--- src/tkc_pkg.sv ---
// token classifier package: result codes, field widths and the keyword table
`timescale 1ns / 1ps
package tkc_pkg;

	localparam int CHAR_W      = 8;
	localparam int KIND_W      = 3;
	localparam int KWCODE_W    = 4;
	localparam int LITERAL_W   = 32;
	localparam int POS_W       = 4;
	localparam int KW_SLOTS    = 16;
	localparam int KW_TEXT_W   = 64;
	localparam logic [POS_W-1:0] POS_SAT = 4'd9;

	localparam logic [KIND_W-1:0] KIND_INT      = 3'd0;
	localparam logic [KIND_W-1:0] KIND_KEYWORD  = 3'd1;
	localparam logic [KIND_W-1:0] KIND_IDENT    = 3'd2;
	localparam logic [KIND_W-1:0] KIND_BADDIGIT = 3'd3;
	localparam logic [KIND_W-1:0] KIND_EMPTYHEX = 3'd4;

	localparam logic [CHAR_W-1:0] CH_ZERO  = 8'h30;
	localparam logic [CHAR_W-1:0] CH_ONE   = 8'h31;
	localparam logic [CHAR_W-1:0] CH_SEVEN = 8'h37;
	localparam logic [CHAR_W-1:0] CH_NINE  = 8'h39;
	localparam logic [CHAR_W-1:0] CH_LA    = 8'h61;
	localparam logic [CHAR_W-1:0] CH_LF    = 8'h66;
	localparam logic [CHAR_W-1:0] CH_UA    = 8'h41;
	localparam logic [CHAR_W-1:0] CH_UF    = 8'h46;
	localparam logic [CHAR_W-1:0] CH_LX    = 8'h78;
	localparam logic [CHAR_W-1:0] CH_UX    = 8'h58;

	// keyword text right aligned: last character in the low byte
	localparam logic [KW_TEXT_W-1:0] KW_TEXT [KW_SLOTS] = '{
		64'("break"), 64'("const"), 64'("continue"), 64'("else"),
		64'("if"), 64'("int"), 64'("return"), 64'("void"), 64'("while"),
		64'h0, 64'h0, 64'h0, 64'h0, 64'h0, 64'h0, 64'h0
	};

	localparam logic [POS_W-1:0] KW_LEN [KW_SLOTS] = '{
		4'd5, 4'd5, 4'd8, 4'd4, 4'd2, 4'd3, 4'd6, 4'd4, 4'd5,
		4'd0, 4'd0, 4'd0, 4'd0, 4'd0, 4'd0, 4'd0
	};

endpackage

--- src/token_literal_keyword_classifier_core.sv ---
// token classifier top level: integer literal decode and keyword match
// result path: the last character is registered in the input stage, then the result in the output register
// throughput: one character per cycle, but a last character waits in the input stage while the output is held
// a result waits in the output register while the next token's characters come in
// reset: asynchronous, clears the input stage, the output valid and the token state
`timescale 1ns / 1ps
module token_literal_keyword_classifier_core #(
	parameter int VALUE_WIDTH   = 32,
	parameter int KEYWORD_COUNT = 9
) (
	input  logic                                clk,
	input  logic                                arst_n,
	input  logic                                char_valid,
	output logic                                char_stall,
	input  logic [tkc_pkg::CHAR_W-1:0]          char_code,
	input  logic                                last_char,
	output logic                                token_valid,
	input  logic                                token_stall,
	output logic [tkc_pkg::KIND_W-1:0]          token_kind,
	output logic [tkc_pkg::KWCODE_W-1:0]        keyword_code,
	output logic [tkc_pkg::LITERAL_W-1:0]       literal_value
);

	typedef enum logic [2:0] {
		MODE_UNDECIDED = 3'd0,
		MODE_WORD      = 3'd1,
		MODE_DEC       = 3'd2,
		MODE_ZERO      = 3'd3,
		MODE_OCT       = 3'd4,
		MODE_HEX       = 3'd5
	} mode_t;

	logic                              valid_s1;
	logic [tkc_pkg::CHAR_W-1:0]        char_s1;
	logic                              last_s1;

	logic [tkc_pkg::POS_W-1:0]         pos_q, pos_n;
	logic [KEYWORD_COUNT-1:0]          mask_q, mask_n;
	mode_t                             mode_q, mode_n;
	logic [VALUE_WIDTH-1:0]            acc_q, acc_n;
	logic                              bad_q, bad_n;

	logic                              out_free;
	logic                              step;
	logic                              finish;

	logic [3:0]                        digit;
	logic                              is_dec, is_oct, is_hex;
	logic                              take;
	logic                              take_ok;
	logic [VALUE_WIDTH-1:0]            acc_mul;

	logic [tkc_pkg::KIND_W-1:0]        kind_r;
	logic [tkc_pkg::KWCODE_W-1:0]      code_r;
	logic [tkc_pkg::LITERAL_W-1:0]     value_r;

	assign out_free   = !token_valid || !token_stall;
	assign step       = valid_s1 && (!last_s1 || out_free);
	assign finish     = step && last_s1;
	assign char_stall = valid_s1 && !step;

	// input stage
	always_ff @(posedge clk or negedge arst_n) begin
		if (!arst_n) begin
			valid_s1 <= 1'b0;
		end else if (!char_stall) begin
			valid_s1 <= char_valid;
		end
	end

	always_ff @(posedge clk) begin
		if (char_valid && !char_stall) begin
			char_s1 <= char_code;
			last_s1 <= last_char;
		end
	end

	// digit decode
	always_comb begin
		is_dec = (char_s1 >= tkc_pkg::CH_ZERO) && (char_s1 <= tkc_pkg::CH_NINE);
		is_oct = (char_s1 >= tkc_pkg::CH_ZERO) && (char_s1 <= tkc_pkg::CH_SEVEN);
		digit  = char_s1[3:0];
		is_hex = is_dec;
		if ((char_s1 >= tkc_pkg::CH_LA) && (char_s1 <= tkc_pkg::CH_LF)) begin
			is_hex = 1'b1;
			digit  = 4'(char_s1[2:0] + 3'd1) + 4'd8;
		end else if ((char_s1 >= tkc_pkg::CH_UA) && (char_s1 <= tkc_pkg::CH_UF)) begin
			is_hex = 1'b1;
			digit  = 4'(char_s1[2:0] + 3'd1) + 4'd8;
		end
	end

	// next token state
	always_comb begin
		mode_n  = mode_q;
		bad_n   = bad_q;
		take    = 1'b0;
		take_ok = 1'b0;
		acc_mul = acc_q;
		case (mode_q)
			MODE_UNDECIDED: begin
				if (char_s1 == tkc_pkg::CH_ZERO) begin
					mode_n = MODE_ZERO;
				end else if ((char_s1 >= tkc_pkg::CH_ONE) && (char_s1 <= tkc_pkg::CH_NINE)) begin
					mode_n  = MODE_DEC;
					take    = 1'b1;
					take_ok = 1'b1;
					acc_mul = (acc_q << 3) + (acc_q << 1);
				end else begin
					mode_n = MODE_WORD;
				end
			end
			MODE_DEC: begin
				take    = 1'b1;
				take_ok = is_dec;
				acc_mul = (acc_q << 3) + (acc_q << 1);
			end
			MODE_ZERO: begin
				if ((char_s1 == tkc_pkg::CH_LX) || (char_s1 == tkc_pkg::CH_UX)) begin
					mode_n = MODE_HEX;
				end else begin
					mode_n  = MODE_OCT;
					take    = 1'b1;
					take_ok = is_oct;
					acc_mul = acc_q << 3;
				end
			end
			MODE_OCT: begin
				take    = 1'b1;
				take_ok = is_oct;
				acc_mul = acc_q << 3;
			end
			MODE_HEX: begin
				take    = 1'b1;
				take_ok = is_hex;
				acc_mul = acc_q << 4;
			end
			default: begin
				take = 1'b0;
			end
		endcase
		acc_n = acc_q;
		if (take && take_ok) begin
			acc_n = acc_mul + VALUE_WIDTH'(digit);
		end else if (take) begin
			bad_n = 1'b1;
		end
		pos_n = (pos_q == tkc_pkg::POS_SAT) ? tkc_pkg::POS_SAT : pos_q + 4'd1;
	end

	// keyword compare, one lane per keyword
	always_comb begin
		logic [2:0] idx;
		mask_n = mask_q;
		for (int k = 0; k < KEYWORD_COUNT; k++) begin
			idx = 3'(tkc_pkg::KW_LEN[k] - 4'd1 - pos_q);
			if (!((pos_q < tkc_pkg::KW_LEN[k]) &&
			      (tkc_pkg::KW_TEXT[k][8*idx +: 8] == char_s1))) begin
				mask_n[k] = 1'b0;
			end
		end
	end

	// classification at the end of a token
	always_comb begin
		logic found;
		found   = 1'b0;
		kind_r  = tkc_pkg::KIND_IDENT;
		code_r  = '0;
		value_r = '0;
		if (mode_n == MODE_WORD) begin
			for (int k = 0; k < KEYWORD_COUNT; k++) begin
				if (!found && mask_n[k] && (tkc_pkg::KW_LEN[k] == pos_n)) begin
					found  = 1'b1;
					kind_r = tkc_pkg::KIND_KEYWORD;
					code_r = tkc_pkg::KWCODE_W'(k + 1);
				end
			end
		end else if ((mode_n == MODE_HEX) && (pos_n == 4'd2)) begin
			kind_r = tkc_pkg::KIND_EMPTYHEX;
		end else if (bad_n) begin
			kind_r = tkc_pkg::KIND_BADDIGIT;
		end else begin
			kind_r  = tkc_pkg::KIND_INT;
			value_r = tkc_pkg::LITERAL_W'(acc_n);
		end
	end

	// token state
	always_ff @(posedge clk or negedge arst_n) begin
		if (!arst_n) begin
			pos_q  <= '0;
			mask_q <= '1;
			mode_q <= MODE_UNDECIDED;
			acc_q  <= '0;
			bad_q  <= 1'b0;
		end else if (finish) begin
			pos_q  <= '0;
			mask_q <= '1;
			mode_q <= MODE_UNDECIDED;
			acc_q  <= '0;
			bad_q  <= 1'b0;
		end else if (step) begin
			pos_q  <= pos_n;
			mask_q <= mask_n;
			mode_q <= mode_n;
			acc_q  <= acc_n;
			bad_q  <= bad_n;
		end
	end

	// result register
	always_ff @(posedge clk or negedge arst_n) begin
		if (!arst_n) begin
			token_valid <= 1'b0;
		end else if (finish) begin
			token_valid <= 1'b1;
		end else if (!token_stall) begin
			token_valid <= 1'b0;
		end
	end

	always_ff @(posedge clk) begin
		if (finish) begin
			token_kind    <= kind_r;
			keyword_code  <= code_r;
			literal_value <= value_r;
		end
	end

	a_pos_range: assert property (@(posedge clk) disable iff (!arst_n)
		pos_q <= tkc_pkg::POS_SAT)
		else $error("character position beyond saturation");

	a_clear_after_token: assert property (@(posedge clk) disable iff (!arst_n)
		finish |=> (pos_q == '0) && (mode_q == MODE_UNDECIDED) && !bad_q)
		else $error("token state not cleared after last item");

	a_keyword_code: assert property (@(posedge clk) disable iff (!arst_n)
		token_valid |-> ((token_kind == tkc_pkg::KIND_KEYWORD) == (keyword_code != '0)))
		else $error("keyword code does not agree with token kind");

	a_literal_zero: assert property (@(posedge clk) disable iff (!arst_n)
		token_valid && (token_kind != tkc_pkg::KIND_INT) |-> (literal_value == '0))
		else $error("literal value set on a non-integer token");

endmodule

--- config.mk ---
export PLATFORM = sky130hd
export DESIGN_NAME = token_literal_keyword_classifier_core
export DESIGN_NICKNAME = d
export VERILOG_FILES = /design/src/tkc_pkg.sv /design/src/token_literal_keyword_classifier_core.sv
export SDC_FILE = /design/constraint.sdc
export NUM_CORES = 1
export LEC_CHECK = 0
export BUFFER_PORTS_ARGS = -buffer_cell sky130_fd_sc_hd__buf_2
export CAP_MARGIN = 15
export CELL_PAD_IN_SITES_DETAIL_PLACEMENT = 1
export CELL_PAD_IN_SITES_GLOBAL_PLACEMENT = 2
export CORE_ASPECT_RATIO = 1.4
export CORE_MARGIN = 4
export CORE_UTILIZATION = 41
export DETAILED_ROUTE_END_ITERATION = 7
export GPL_TIMING_DRIVEN = 0
export PLACE_DENSITY_LB_ADDON = 0.1
export SYNTH_ARGS = -nofsm -noshare
export SYNTH_HDL_FRONTEND = slang
export SYNTH_SLANG_ARGS = --single-unit
--- constraint.sdc ---
create_clock -name clk -period 9.43 [get_ports clk]
set_clock_uncertainty 0.05 [all_clocks]
set_input_delay 1.886 -clock clk [delete_from_list [all_inputs] [get_ports clk]]
set_output_delay 1.886 -clock clk [all_outputs]
set_load 0.02 [all_outputs]
# --- Word level (Yosys, flattened, before mapping) ---
# Cells that the tools add are included.
# Widths: inputs -> output; s select.
word_totals:
  regBits: 99
  wordCells: 213
op_classes:
  eq_ne: 27
  n_mux: 80
  reduce_logical: 58
  magnitude_cmp: 14
  bitwise_logic: 1
  n_shift: 9
  addsub: 11
ops:
  columns: ["operator", "count"]
  rows:
  - ["$shiftx 64x7->8 const A", 9]
  - ["$mux 32", 6]
  - ["$pmux 32 s5", 1]
  - ["$eq 8x8->1", 9]
  - ["$mux 4", 13]
  - ["$mux 1", 39]
  - ["$logic_and 1x1->1", 37]
  - ["$mux 3", 12]
  - ["$add 32x32->32", 1]
  - ["$add 32x4->32", 1]
  - ["$mux 9", 2]
  - ["$eq 8x7->1 const B", 2]
  - ["$ge 8x6->1 const B", 2]
  - ["$ge 8x7->1 const B", 2]
  - ["$le 8x6->1 const B", 2]
  - ["$le 8x7->1 const B", 2]
  - ["$logic_not 1->1", 13]
  - ["$eq 3x4->1 const A", 3]
  - ["$lt 4x3->1 const B", 3]
  - ["$eq 3x3->1 const B", 3]
  - ["$reduce_or 3->1", 3]
  - ["$sub 3x3->3 const A", 3]
  - ["$eq 2x4->1 const A", 2]
  - ["$eq 8x6->1 const B", 1]
  - ["21 further kinds", 29]

# --- Logic depth before layout (Yosys ltp) ---
# Gate-level depths: netlist of the first run.
depth:
  depth_word: 48
  ltp_mapped: 21
  mapped_depth_nobuf: 18

# --- Worst setup path after synthesis of the first run ---
# Ideal clock, no wire load.
synth_timing:
  path_type: "register to register"
  start: "reg char_s1[0] (netlist name)"
  end: "reg literal_value[26] (netlist name) (data pin)"
  path_stages_with_launch: 21
  setup_slack_ns: 4.719
  t_arrival_ns: 4.526
  t_required_ns: 9.245
  period_less_slack_ns: 4.711
  cell_sequence: "edfxtp_1 -> clkbuf_1 -> clkinv_1 -> ha_1 -> or3b_1 -> o211ai_2 -> a21oi_4 -> buf_4 -> buf_2 -> a22o_1 -> inv_1 -> fa_1 -> nor2b_1 -> o21ai_0 -> nand2b_1 -> nand3_1 -> nor3_4 -> nand4_1 -> or3_1 -> or4_1 -> nand3_1"
synth_between:
  elab_chain_cells: 8
synth_rtl:
  columns: ["element", "line", "rtl"]
  rows:
  - ["start, declared", "token_literal_keyword_classifier_core.sv:34", "logic [tkc_pkg::CHAR_W-1:0] char_s1;"]
  - ["start signal, assigned", "token_literal_keyword_classifier_core.sv:73", "char_s1 <= char_code;"]
  - ["branches (longest 8 deep; another with $add 32x4->32)", null, null]
  - ["end signal, assigned", "token_literal_keyword_classifier_core.sv:227", "literal_value <= value_r;"]
  - ["end, declared", "token_literal_keyword_classifier_core.sv:21", "output logic [tkc_pkg::LITERAL_W-1:0] literal_value"]
# Several ways; the timed one is not identified.
# A chain may end at the register's enable or synchronous reset.

# --- Worst setup path in the final report of the first run ---
layout_timing:
  start: "reg char_s1[0] (netlist name)"
  end: "reg literal_value[27] (netlist name) (data pin)"
# Same word-level chain as after synthesis.

==> results of run 1 <==
## where the power goes
group	switching, uW	internal, uW
logic	636	304
registers	39.0	486
clock network	174	207
total	850	998
## cell usage after synthesis, types with 10 or more instances
cell,number
and2_1,11
a21oi_1,96
xor2_1,20
nor2b_1,23
ha_1,51
and3_1,13
nor4_1,12
o211ai_1,12
o21ai_0,120
inv_1,30
dfrtp_1,42
a21o_1,10
xnor2_1,33
nand2b_1,19
nor2_1,97
a31oi_1,13
nand3_1,47
buf_2,20
or3_1,10
nand2_1,136
clkbuf_1,44
mux2i_1,17
nand4_1,30
nor3_1,19
edfxtp_1,48
a211oi_1,12
## area by class of cell
cell class	count	area [um2]
plain buffers	70	304
inverters	34	128
clock buffers	11	233
repair buffers	55	305
clock inverters	5	62.6
multi-input cells	986	6350
flip-flops and latches	99	2730
well taps	301	377
fillers	2851	12200
## state kept, by name, indices dropped and copies added, names as in the netlist, 3 cells and up
name / flops
acc_q: 32
mode_q: 3
literal_value: 32
mask_q: 9
token_kind: 3
pos_q: 4
char_s1: 8
keyword_code: 4
## worst paths after layout
kind / start / endpoint / slack, ns
worst max-delay path: char_s1[0] / literal_value[27] / 2.92
worst min-delay path: mask_q[7] / mask_q[7] / 0.46
worst max register to register: char_s1[0] / literal_value[27] / 2.92
worst min register to register: mask_q[7] / mask_q[7] / 0.46
max in group asynchronous: arst_n / mask_q[5] / 7.14
min in group asynchronous: arst_n / acc_q[0] / 1.51
## metrics by stage
stage | util | setup WS [ns] | area, um2 | hold WS (ns) | instances
finish | 0.462 | 2.92 | 10500 | 0.463 | 1561
detailed placement | 0.449 | 3.02 | 10200 | 0.462 | 1545
global placement | 0.447 | 3.00 | 10100 | 0.440 | 1543
floorplan | - | 4.72 | 9500 | 0.415 | 1189
global route | 0.462 | 2.61 | 10500 | 0.498 | 1561
CTS | 0.462 | 3.01 | 10500 | 0.473 | 1561
## kinds of logic after synthesis
logic type,share of synthesized area
AND/OR/NAND/NOR,0.248
AO/OA/AOI/OAI,0.271
buffers and inverters,0.0453
flip-flops,0.287
XOR/XNOR,0.0489
adder cells (fa/ha/maj),0.0714
multiplexers,0.0286
## metal layers
layer,vias up,part of all wire,global-route usage
li1,4578,-,-
met1,4983,0.39,0.349
met2,277,0.51,0.540
met3,106,0.036,0.0378
met4,0,0.067,0.174
met5,-,0,0
## worst max-delay path: cells and delay by family (launching register included)
family	cells	cell delay (ns)
adder cells (fa/ha/maj)	2	0.68
flip-flops	1	0.43
AO/OA/AOI/OAI	8	1.65
buffers and inverters	4	1.25
AND/OR/NAND/NOR	7	2.16
==> metrics, run 1 <==
Core ar. 22,700 um2; P_leak ~0.004 uW; CTS sink count between 90 and 100; CP max-delay cell nor4_2; Min-Delay Path Depth 2; Top FF cell, synth edfxtp_1; Rows 65; Design Power between 1500 and 2000 uW; Die Area 25,700 um2; Worst Tran Pin Value about 1.0 ns; R2R depth 21; Routed WL roughly 38,000 um; Post-Synthesis Cells between 1k and 1.5k; clk_lat worst skew roughly 0.36 ns; RSZ-0062 raised after global routing false; CP max stage delay around 0.66 ns; PortBufs between 50 and 60; Post-Syn Area approximately 9500 um2; Critical Path RT approximately 9.5 ns; clock root buffer clkbuf_16; Detail Placement HPWL around 30,000 um; share of layout cells above drive strength 1 0.115; Tmin final between 6 and 7 ns; Die Width 137 um; die height 188 um; Final Hold Vio Count 0; maximum clock insertion buffer count 2; Worst path most repeated cell a21oi_1; CP startpoint kind register; outcome complete, no violations; CP Cell Sequence clkbuf_1, clkinv_1, ha_1, o21ba_2, o211ai_2, a21oi_4, buf_4, buf_2, a22o_1, ha_1, a21o_1, a21oi_1, nor2b_1, nor2_1, a21oi_1, nand2_1, nor4_2, nand4_1, or3_1, nand3_1, a21oi_1; drt drc 0; top post-synthesis cells by area edfxtp_1 15%, dfrtp_1 11%, ha_1 6.7%; Post-DRT Antenna Nets 0; worst-path fanout max 10; CTS Hold Bufs 0; relative slew slack 0.292; PD cells roughly 180 nW/um2; first-pass GRT wire length 60,400 um; number of global-route vias before repair between 10k and 15k; CTS Buf Count 9; Synth warnings 0; Tightest Hold Check Type reg2reg; # setup viols final 0; Starting Density 0.419; Vias around 9.9k; setup_tns 0 ns; Critical Path Sink Type register; P&R area growth vs syn 10.4%; Synth cell types about 100; commonest non-fill, non-tap cell in the layout nand2_1; ANT cells 0; antenna violations before repair 0; final worst path period share 0.691; max_cap viols 0; Yosys reg bits 99; H-tree Lvls 3; most frequent cells in the layout 136 x nand2_1, 120 x o21ai_0, 97 x nor2_1, 96 x a21oi_1, 73 x buf_2; initial DRC count roughly 710; Pre-antenna DRT Iters 5; Fmax between 0.15 and 0.2 GHz; postcts setup bufs 0; post-synthesis sequential area ratio 0.287; CTS tree built; vias per cell between 6 and 7; GPL Wtd Cong around 0.94; Pins Over Slew Limit 0; syn nets roughly 1.3k; Synth Area per Inst around 8.0 um2; GRT Util Overall 0.306; critical path arrival 6.56 ns; Post-CTS Resized 0; maximum vdd drop 0.106 mV; largest net degree at the start of global routing 32; Clk pin slew, worst setup/hold paths ~0.070 ns; Ports 54; Post-synth EDFFs 48; grt ovf 0; Async SR Flop Fraction 0.515; Final #Nets 1,321; Avg WL per Cell ~25 um; post-synth top area share 0.152; Synth area leader edfxtp_1; kind of critical path reg2reg
(Power assumes the default switching activity.)
==> run 2, diff against run 1 <==
- CORE_UTILIZATION: 41 -> 38
- clock period: 9.43 -> 6.2 ns (I/O delays scaled with it)
==> metrics, run 2 (synthesis results as in run 1) <==
kind of critical path reg2reg; antenna violations before repair 0; Critical Path Sink Type register; switching portion of total power 0.464; die height roughly 200 um; Flop pwr share 0.279; Die Area approximately 28,000 um2; initial DRC count about 550; drt drc 0; R2R setup slack ~0.44 ns; Tmin final 5.76 ns; Finished Layout Cells between 1.5k and 2k; GRT Util Overall 0.285; PortBufs between 50 and 60; max_cap viols 0; first-pass GRT wire length 61,300 um; Pins Over Slew Limit 0; Final #Nets between 1k and 1.5k; clk_lat worst skew around 0.37 ns; Register Area 2730 um2; clock root buffer clkbuf_16; number of global-route vias before repair 10.3k; ANT cells 0; Starting Density 0.385; Regs by FF count acc_q: 32 flops, literal_value: 32 flops, mask_q: 9 flops; setup_tns 0 ns; CTS Buf Count 9; Clk pwr share 0.218; Int Pwr between 1500 and 2000 uW; Tightest Hold Check Type reg2reg; Worst Tran Pin Value between 1 and 1.5 ns; maximum clock insertion buffer count 2; fill cell count approximately 3.1k; grt ovf 0; Avg WL per Cell roughly 25 um; Vias ~9.8k; GPL Wtd Cong slightly below 1; PD cells 270 nW/um2; final worst path period share 0.929; Die Width approximately 140 um; Routed WL slightly below 40,000 um; maximum vdd drop 0.178 mV; Post-DRT Antenna Nets 0; Placed Cells incl. Taps 1,559; Comb pwr share 0.503; RSZ-0062 raised after global routing false; Core ar. around 25,000 um2; critical path arrival just under 6 ns; area of the multi-input gates roughly 6400 um2; vias per cell approximately 6.2; share of layout cells above drive strength 1 0.123; worst-path fanout max 10; most frequent cells in the layout 136 x nand2_1, 119 x o21ai_0, 96 x nor2_1, 96 x a21oi_1, 73 x buf_2; Fmax 0.174 GHz; CTS tree built; commonest non-fill, non-tap cell in the layout nand2_1; CTS Hold Bufs 0; Rows 68; CTS sink count roughly 100; Final Hold Vio Count 0; largest net degree at the start of global routing 34; outcome complete, no violations; P&R area growth vs syn 11.5%; # setup viols final 0; CP startpoint kind register; relative slew slack 0.177; Critical Path RT roughly 6.4 ns; Clk pin slew, worst setup/hold paths roughly 0.080 ns; Detail Placement HPWL 30,900 um; H-tree Lvls 3; Ports 54; Pre-antenna DRT Iters 5; NetSw roughly 1300 uW; P_leak roughly 0.0041 uW
run 2: cell count changes in the layout (fill, tap and decap cells not counted), sizes merged:
| cell | change |
|---|---|
| buf | +6 |
| clkbuf | -2 |
| clkinv | +1 |
| clkinvlp | -1 |
| inv | +1 |
run 2: metrics by stage:
stage                     hold slack (ns)  setup WS (ns)  utilization  total power [uW]  instance area [um2]
after floorplan                     0.415           1.49            -              1760                 9500
after global placement              0.447         -0.274        0.412              2210                10200
after detailed placement            0.453         -0.416        0.414              2220                10200
after CTS                           0.468         0.0260        0.427              2850                10500
after global routing                0.496         0.0633        0.430              3020                10600
final                               0.466          0.437        0.430              2860                10600
run 2: worst max-delay path: stages, from the launching register on:
cell and delay, ns:
edfxtp_1 0.58, clkinv_2 0.27, ha_1 0.33, or3b_1 0.29
o211ai_4 0.18, a21oi_4 0.39, buf_4 0.27, buf_2 0.30
a22o_1 0.20, inv_1 0.06, fa_1 0.43, nor2b_1 0.12
o21ai_0 0.09, nand2b_1 0.26, nand3_2 0.27, nor3_4 0.21
buf_4 0.19, nand4_1 0.17, or3_1 0.42, or4_1 0.43
nand3_1 0.10
run 2: worst paths after layout:
kind | cells past startpoint | to | startpoint
setup / recovery | 20 | literal_value[26] | char_s1[0]
hold / removal | 2 | bad_q | bad_q
setup reg to reg | 20 | literal_value[26] | char_s1[0]
hold reg to reg | 2 | bad_q | bad_q
max in group asynchronous | 2 | mask_q[5] | arst_n
min in group asynchronous | 1 | acc_q[23] | arst_n
run 2: repair_timing:
action | 4_1_cts | 5_1_grt
pin swaps | 0 | 3
setup buffers | 0 | 6
cloned | 0 | 0
setup endpoints to repair | 7 | 20
endpoints found under the hold margin | 0 | 0
resized for setup | 3 | 3
run 2: power by group through the flow:
stage	Sequential (uW)	Combinational (uW)	Clock, uW
global placement	812	1400	0
CTS	797	1420	634
floorplan	802	957	0
global route	805	1560	658
finish	800	1440	624
detailed placement	811	1410	0
run 2: routing by layer:
metal	GRT usage	vias up	wire [um]
met3	0.0301	107	1030
met1	0.328	4906	15600
met5	0	-	0
met4	0.159	0	2310
li1	-	4589	-
met2	0.508	240	20300
run 2: cell type report:
cell class,instances,share of cell area
buffer,69,0.0283
clock buffer,10,0.0226
clock inverter,6,0.00779
inverter,34,0.0122
multi-input combinational,986,0.601
sequential,99,0.257
tap,315,0.0372
timing repair buffer,61,0.0331
